==> config.mk <==
export PLATFORM = sky130hd
export DESIGN_NAME = snrs_divider
export DESIGN_NICKNAME = d
export VERILOG_FILES = /design/src/design/safeguarded_newton_root_search_macros.svh /design/src/design/snrs_divider.sv
export SDC_FILE = /design/constraint.sdc
export NUM_CORES = 1
export LEC_CHECK = 0
export BUFFER_PORTS_ARGS = -buffer_cell sky130_fd_sc_hd__buf_2
export CAP_MARGIN = 40
export CORE_ASPECT_RATIO = 0.7
export CORE_MARGIN = 3
export CORE_UTILIZATION = 40
export CTS_CLUSTER_DIAMETER = 30
export DETAILED_ROUTE_END_ITERATION = 8
export MAX_ROUTING_LAYER = met4
export PLACE_DENSITY = 0.6
export SYNTH_ARGS = -nofsm -noshare
export SYNTH_HDL_FRONTEND = slang
export SYNTH_SLANG_ARGS = --single-unit
==> constraint.sdc <==
create_clock -name clk -period 3.3 [get_ports clk]
set_clock_uncertainty 0.1 [all_clocks]
set_input_delay 0.825 -clock clk [delete_from_list [all_inputs] [get_ports clk]]
set_output_delay 0.825 -clock clk [all_outputs]
set_load 0.01 [all_outputs]
==> src/design/safeguarded_newton_root_search_macros.svh <==
// Assertion macros for the file that checks its own logic.
`ifndef SAFEGUARDED_NEWTON_ROOT_SEARCH_MACROS_SVH
`define SAFEGUARDED_NEWTON_ROOT_SEARCH_MACROS_SVH

// The consequent must hold in the same cycle as the antecedent.
`define SNRS_ASSERT_NOW(lbl, ante, cons, msg) \
    lbl: assert property (@(posedge clk) disable iff (!rst_n) (ante) |-> (cons)) \
        else $error(msg);

// The consequent must hold in the cycle after the antecedent.
`define SNRS_ASSERT_NEXT(lbl, ante, cons, msg) \
    lbl: assert property (@(posedge clk) disable iff (!rst_n) (ante) |=> (cons)) \
        else $error(msg);

`endif

==> src/design/snrs_divider.sv <==
module snrs_divider #(
    parameter int DIVIDEND_BITS = 48,
    parameter int DIVISOR_BITS  = 32
) (
    input  logic                     clk,
    input  logic                     rst_n,
    input  logic                     start,
    input  logic [DIVIDEND_BITS-1:0] dividend,
    input  logic [DIVISOR_BITS-1:0]  divisor,
    output logic                     done,
    output logic [DIVIDEND_BITS-1:0] quotient
);
    localparam int CNT_BITS = $clog2(DIVIDEND_BITS + 1);

    logic [DIVIDEND_BITS-1:0] dvd_reg;
    logic [DIVISOR_BITS-1:0]  dvs_reg;
    logic [DIVISOR_BITS-1:0]  rem_reg;
    logic [CNT_BITS-1:0]      cnt_reg;
    logic                     busy_reg;
    logic                     done_reg;
    logic [DIVISOR_BITS:0]    trial;
    logic [DIVISOR_BITS:0]    diff;
    logic                     fits;

    // One quotient bit per cycle, most significant first, restoring form.
    assign trial = {rem_reg, dvd_reg[DIVIDEND_BITS-1]};
    assign diff  = trial - {1'b0, dvs_reg};
    assign fits  = !diff[DIVISOR_BITS];

    always_ff @(posedge clk or negedge rst_n)
    begin
        if (!rst_n)
        begin
            busy_reg <= 1'b0;
            done_reg <= 1'b0;
            cnt_reg  <= '0;
        end
        else
        begin
            done_reg <= 1'b0;
            if (start)
            begin
                busy_reg <= 1'b1;
                cnt_reg  <= CNT_BITS'(DIVIDEND_BITS);
            end
            else if (busy_reg)
            begin
                cnt_reg <= cnt_reg - 1'b1;
                if (cnt_reg == CNT_BITS'(1))
                begin
                    busy_reg <= 1'b0;
                    done_reg <= 1'b1;
                end
            end
        end
    end

    always_ff @(posedge clk)
    begin
        if (start)
        begin
            dvd_reg <= dividend;
            dvs_reg <= divisor;
            rem_reg <= '0;
        end
        else if (busy_reg)
        begin
            rem_reg <= fits ? diff[DIVISOR_BITS-1:0] : trial[DIVISOR_BITS-1:0];
            dvd_reg <= {dvd_reg[DIVIDEND_BITS-2:0], fits};
        end
    end

    assign done     = done_reg;
    assign quotient = dvd_reg;
endmodule

After elaboration in Yosys (flattened, before gate mapping)
Cells that the tools add are included.

Equal/unequal tests: 1. Muxes and demuxes: 11. $add $sub $neg: 2. Reductions and logical operators: 2.

Operator list (number): $mux 48 (2); $sub 33x32->33 (1); $mux 32 (1); $mux 6 (2); $eq 6x1->1 const B (1); $mux 1 (6); $sub 6x1->6 const B (1); $reduce_bool 2->1 (1); $logic_not 1->1 (1).

Bits of input ports: 83. Output and inout port bits: 49. Bits in registers: 120. Logic and storage cells: 22.

Logic depth before layout (Yosys ltp)
Depth after elaboration: 4. Depth in mapped cells: 13. Depth with buffers taken out: 12.

Worst setup path after synthesis
No wires, ideal clock.

Kind: reg2reg. Start: reg dvd_reg[47], in the netlist quotient[47]. End: reg rem_reg[21]. Path slack: 0.048 ns. Stages on the path, launching flop included: 14. Arrival: 3.020 ns. Cells stage by stage: edfxtp_1 -> inv_1 -> ha_1 -> fa_1 -> nand2b_1 -> a21oi_1 -> o21ai_1 -> and3b_4 -> a21bo_4 -> o31a_4 -> xnor2_4 -> buf_6 -> mux2i_1 -> o22ai_1.

Cells in the longest elaborated chain, start to end: 2.

RTL lines: from (decl) (RTL line snrs_divider.sv:15) `logic [DIVIDEND_BITS-1:0] dvd_reg;`; from (signal assigned) (RTL line snrs_divider.sv:62) `dvd_reg <= dividend;`; from (signal assigned) (RTL line snrs_divider.sv:69) `dvd_reg <= {dvd_reg[DIVIDEND_BITS-2:0], fits};`; $sub 33x32->33 (RTL line snrs_divider.sv:27) `assign diff = trial - {1'b0, dvs_reg};`; $mux 32 (RTL line snrs_divider.sv:68) `rem_reg <= fits ? diff[DIVISOR_BITS-1:0] : trial[DIVISOR_BITS-1:0];`; to (signal assigned) (RTL line snrs_divider.sv:68); to (decl) (RTL line snrs_divider.sv:17) `logic [DIVISOR_BITS-1:0] rem_reg;`.

Every way passes these cells. A chain may end at the register's enable or synchronous reset.

Worst setup path after layout
Start: reg dvd_reg[47], in the netlist quotient[47]. End: reg rem_reg[29].

Same word-level chain as after synthesis.

==> summary.txt <==
Routing
  • DR WL/cell: 15.5 µm
  • Antenna Nets Post-Route: 0
  • First drt pass iteration count: 4
  • Routed vias: 4980
  • Vias per Instance: 5.05
  • DR iter-0 viols: 285
  • Final WL: 15.3 mm
  • Post-route DRC: 0

Cells and area
  • Reg area: 0.00324 mm²
  • Max FFs per register: 48
  • Commonest non-fill, non-tap cell in the layout: buf_2
  • Non-filler instance count after layout: 986
  • Nets: 870
  • Layout cell share with drive strength beyond 1: 0.322
  • Area of the multi-input gates: 0.00313 mm²
  • Fill cells: 1437
  • Final design utilization: 0.519
  • Most frequent cells in the layout: buf_2, edfxtp_1, nor2_1
  • Area Overhead vs Synth: 24.4%

STA
  • Final WS setup: 126 ps
  • Relative slew slack: 0.573
  • Slew Limit Fails: 0
  • Min Hold Slack: 150 ps
  • Fmax: 0.315 GHz
  • Final min period: 3170 ps
  • Unrepaired setup endpoints after global routing: false
  • Final Hold Viols: 0
  • Final setup fails: 0
  • Final Cycle Share: 0.962
  • Worst Tran Pin Value: 641 ps

Power
  • Pwr Total: 6.62 mW
  • PD cells: 803 mW/mm²
  • Leak pwr: 3.57 nW
  • Max IR drop VDD: 384 µV

Logic synthesis
  • Mapped Area: 0.00663 mm²
  • Commonest register cell after synthesis: edfxtp_1
  • Post-Synthesis Cells: 606
  • Syn avg cell area: 10.9 µm²
  • Seq cells post-synth: 120
  • Seq/Total Area, Yosys: 0.489
  • Warnings from Yosys: 0
  • Yosys cell types: 51
  • Synth Area in Compound Gates: 0.128
  • Post-Synth XOR/XNOR Area: 0.0477
  • Post-synth EDFFs: 80
  • Synth Area in Simple Gates: 0.0960
  • Largest family of logic cells by synthesized area: compound AO/OA/AOI/OAI gates
  • Async S/R FF share, synth: 0.0667
  • Syn nets: 724
  • Post-synthesis adder-cell area fraction: 0.0672
  • Mux contribution to synthesized area: 0.125

GRT
  • GR met3 Demand/Resource: 0.0425
  • Initial antenna violation count: 1
  • Global-route usage over all layers: 0.172
  • Grt ovf: 0
  • Met2 Track Usage GR: 0.241
  • GRT busiest layer: met1
  • Largest net degree at the start of global routing: 80
  • GR Util met1: 0.242
  • Vias in the first global route: 4861
  • Wire length of the first global-routing pass: 24.3 mm

Setup path
  • Worst setup path category: register to register
  • Startpoint types: register
  • Worst EP required: 3530 ps
  • Worst EP arrival: 3400 ps
  • Crit end category: register
  • Max Fanout on Critical Path: 9

Clock network
  • Clock net sink count: 120
  • TritonCTS clock tree: done
  • Clk slew on worst S/H paths: 60 ps
  • H-tree lvl count: 4
  • Num CTS Buffers: 17
  • Root Driver: clkbuf_16
  • Clk Latency, worst-skew pair: 420 ps
  • Cts hold-fix bufs: 0
  • Bufs on Longest Clock Path: 2

Placement
  • Pre-CTS setup slack: -54.4 ps
  • Final HPWL DP: 11.0 mm
  • Final GP Congestion: 0.824
  • Port Buffers: 131
  • Placed cell count: 948

Job
  • Max-cap viol count: 0

Die
  • Die H: 114 µm
  • Initial Util: 0.418
  • Die X: 160 µm
  • Std cell rows: 38
  • Core area: 0.0159 mm²
  • I/O pins: 132
  • Die Area: 0.0182 mm²

Run status
  • Status: finished, final reports clean

Min path
  • Path category of the worst min-delay check: input port to async pin
==> metal layers <==
layer	up-vias	share of wire
li1	2498	-
met1	2354	0.51
met2	105	0.43
met3	23	0.045
met4	0	0.016
met5	-	0
==> critical path, cell delays in order (launching register included) <==
cell       delay [ps]
edfxtp_1          340
inv_1              60
ha_2              190
fa_2              350
nand2b_4          160
a21oi_4           170
o21ai_1            80
and3b_4           210
a21bo_4           230
o31a_4            320
xnor2_4           160
buf_12            140
clkbuf_16         160
nand2b_1          150
a311oi_2          260
==> per-stage QoR <==
step / TNS [ps] / area, µm²
3_3_place_gp: 0 / 7570
6_report: 0 / 8250
4_1_cts: -17.0 / 8120
3_5_place_dp: -313 / 7570
2_1_floorplan: 0 / 6630
5_1_grt: 0 / 8250
==> final timing paths <==
| kind | from | end | slack (ps) | depth (start not counted) |
|---|---|---|---|---|
| worst max-delay path | quotient[47]$_DFFE_PP_ | rem_reg[29]$_SDFFE_PP0P_ | 130 | 14 |
| worst min-delay path | rst_n | cnt_reg[0]$_DFFE_PN0P_ | 150 | 1 |
| worst max register to register | quotient[47]$_DFFE_PP_ | rem_reg[29]$_SDFFE_PP0P_ | 130 | 14 |
| worst min register to register | rem_reg[5]$_SDFFE_PP0P_ | rem_reg[5]$_SDFFE_PP0P_ | 370 | 2 |
| max in group asynchronous | rst_n | cnt_reg[3]$_DFFE_PN0P_ | 2780 | 1 |
| min in group clk | rem_reg[5]$_SDFFE_PP0P_ | rem_reg[5]$_SDFFE_PP0P_ | 370 | 2 |
==> cell type report <==
cell class / instances / area share
flip-flops and latches: 120 / 0.393
multi-input cells: 417 / 0.379
repair buffers: 151 / 0.108
clock buffers: 17 / 0.0516
well taps: 220 / 0.0334
inverters: 45 / 0.0205
clock inverters: 15 / 0.0135
diodes: 1 / 0.000303
==> cell families (layout without fill, tap and decap cells) <==
family | after synthesis | count (layout)
adders and majority gates | 35 | 35
xor gates and xnor gates | 34 | 34
DFF | 120 | 120
AOI/OAI and AO/OA | 129 | 129
and+or+nand+nor | 142 | 142
buffers and inverters | 69 | 228
other | 0 | 1
muxes | 77 | 77
==> where the power goes <==
part           internal, mW  switching, mW  leakage, nW
Combinational          1.37           1.43         2.14
Sequential             1.91          0.222         1.18
Clock                  1.02          0.676        0.261
Total                  4.29           2.33         3.57
==> cells in the mapped netlist (all sizes together), types with 6 or more instances <==
library cell  instances  share of area
o31ai                 6         0.0068
xor2                 12          0.016
clkbuf               18          0.010
ha                   34          0.064
o21ai                25          0.019
buf                   6          0.011
a211oi               26          0.029
nor2                 51          0.029
a21o                 10          0.011
nor3                  9         0.0068
mux2i                30          0.045
dfxtp                32          0.097
xnor2                22          0.032
edfxtp               80           0.36
mux2                 47          0.080
inv                  45          0.025
nand2                48          0.027
a21oi                38          0.029
nand2b                6         0.0057
dfrtp                 8          0.030
==> what timing repair did <==
item / CTS / global route
setup buffers: 0 / 3
resized for setup: 1 / 10
endpoints found under the setup margin: 27 / 31
cloned: 0 / 2
pin swaps: 0 / 5
(Power assumes the default switching activity.)
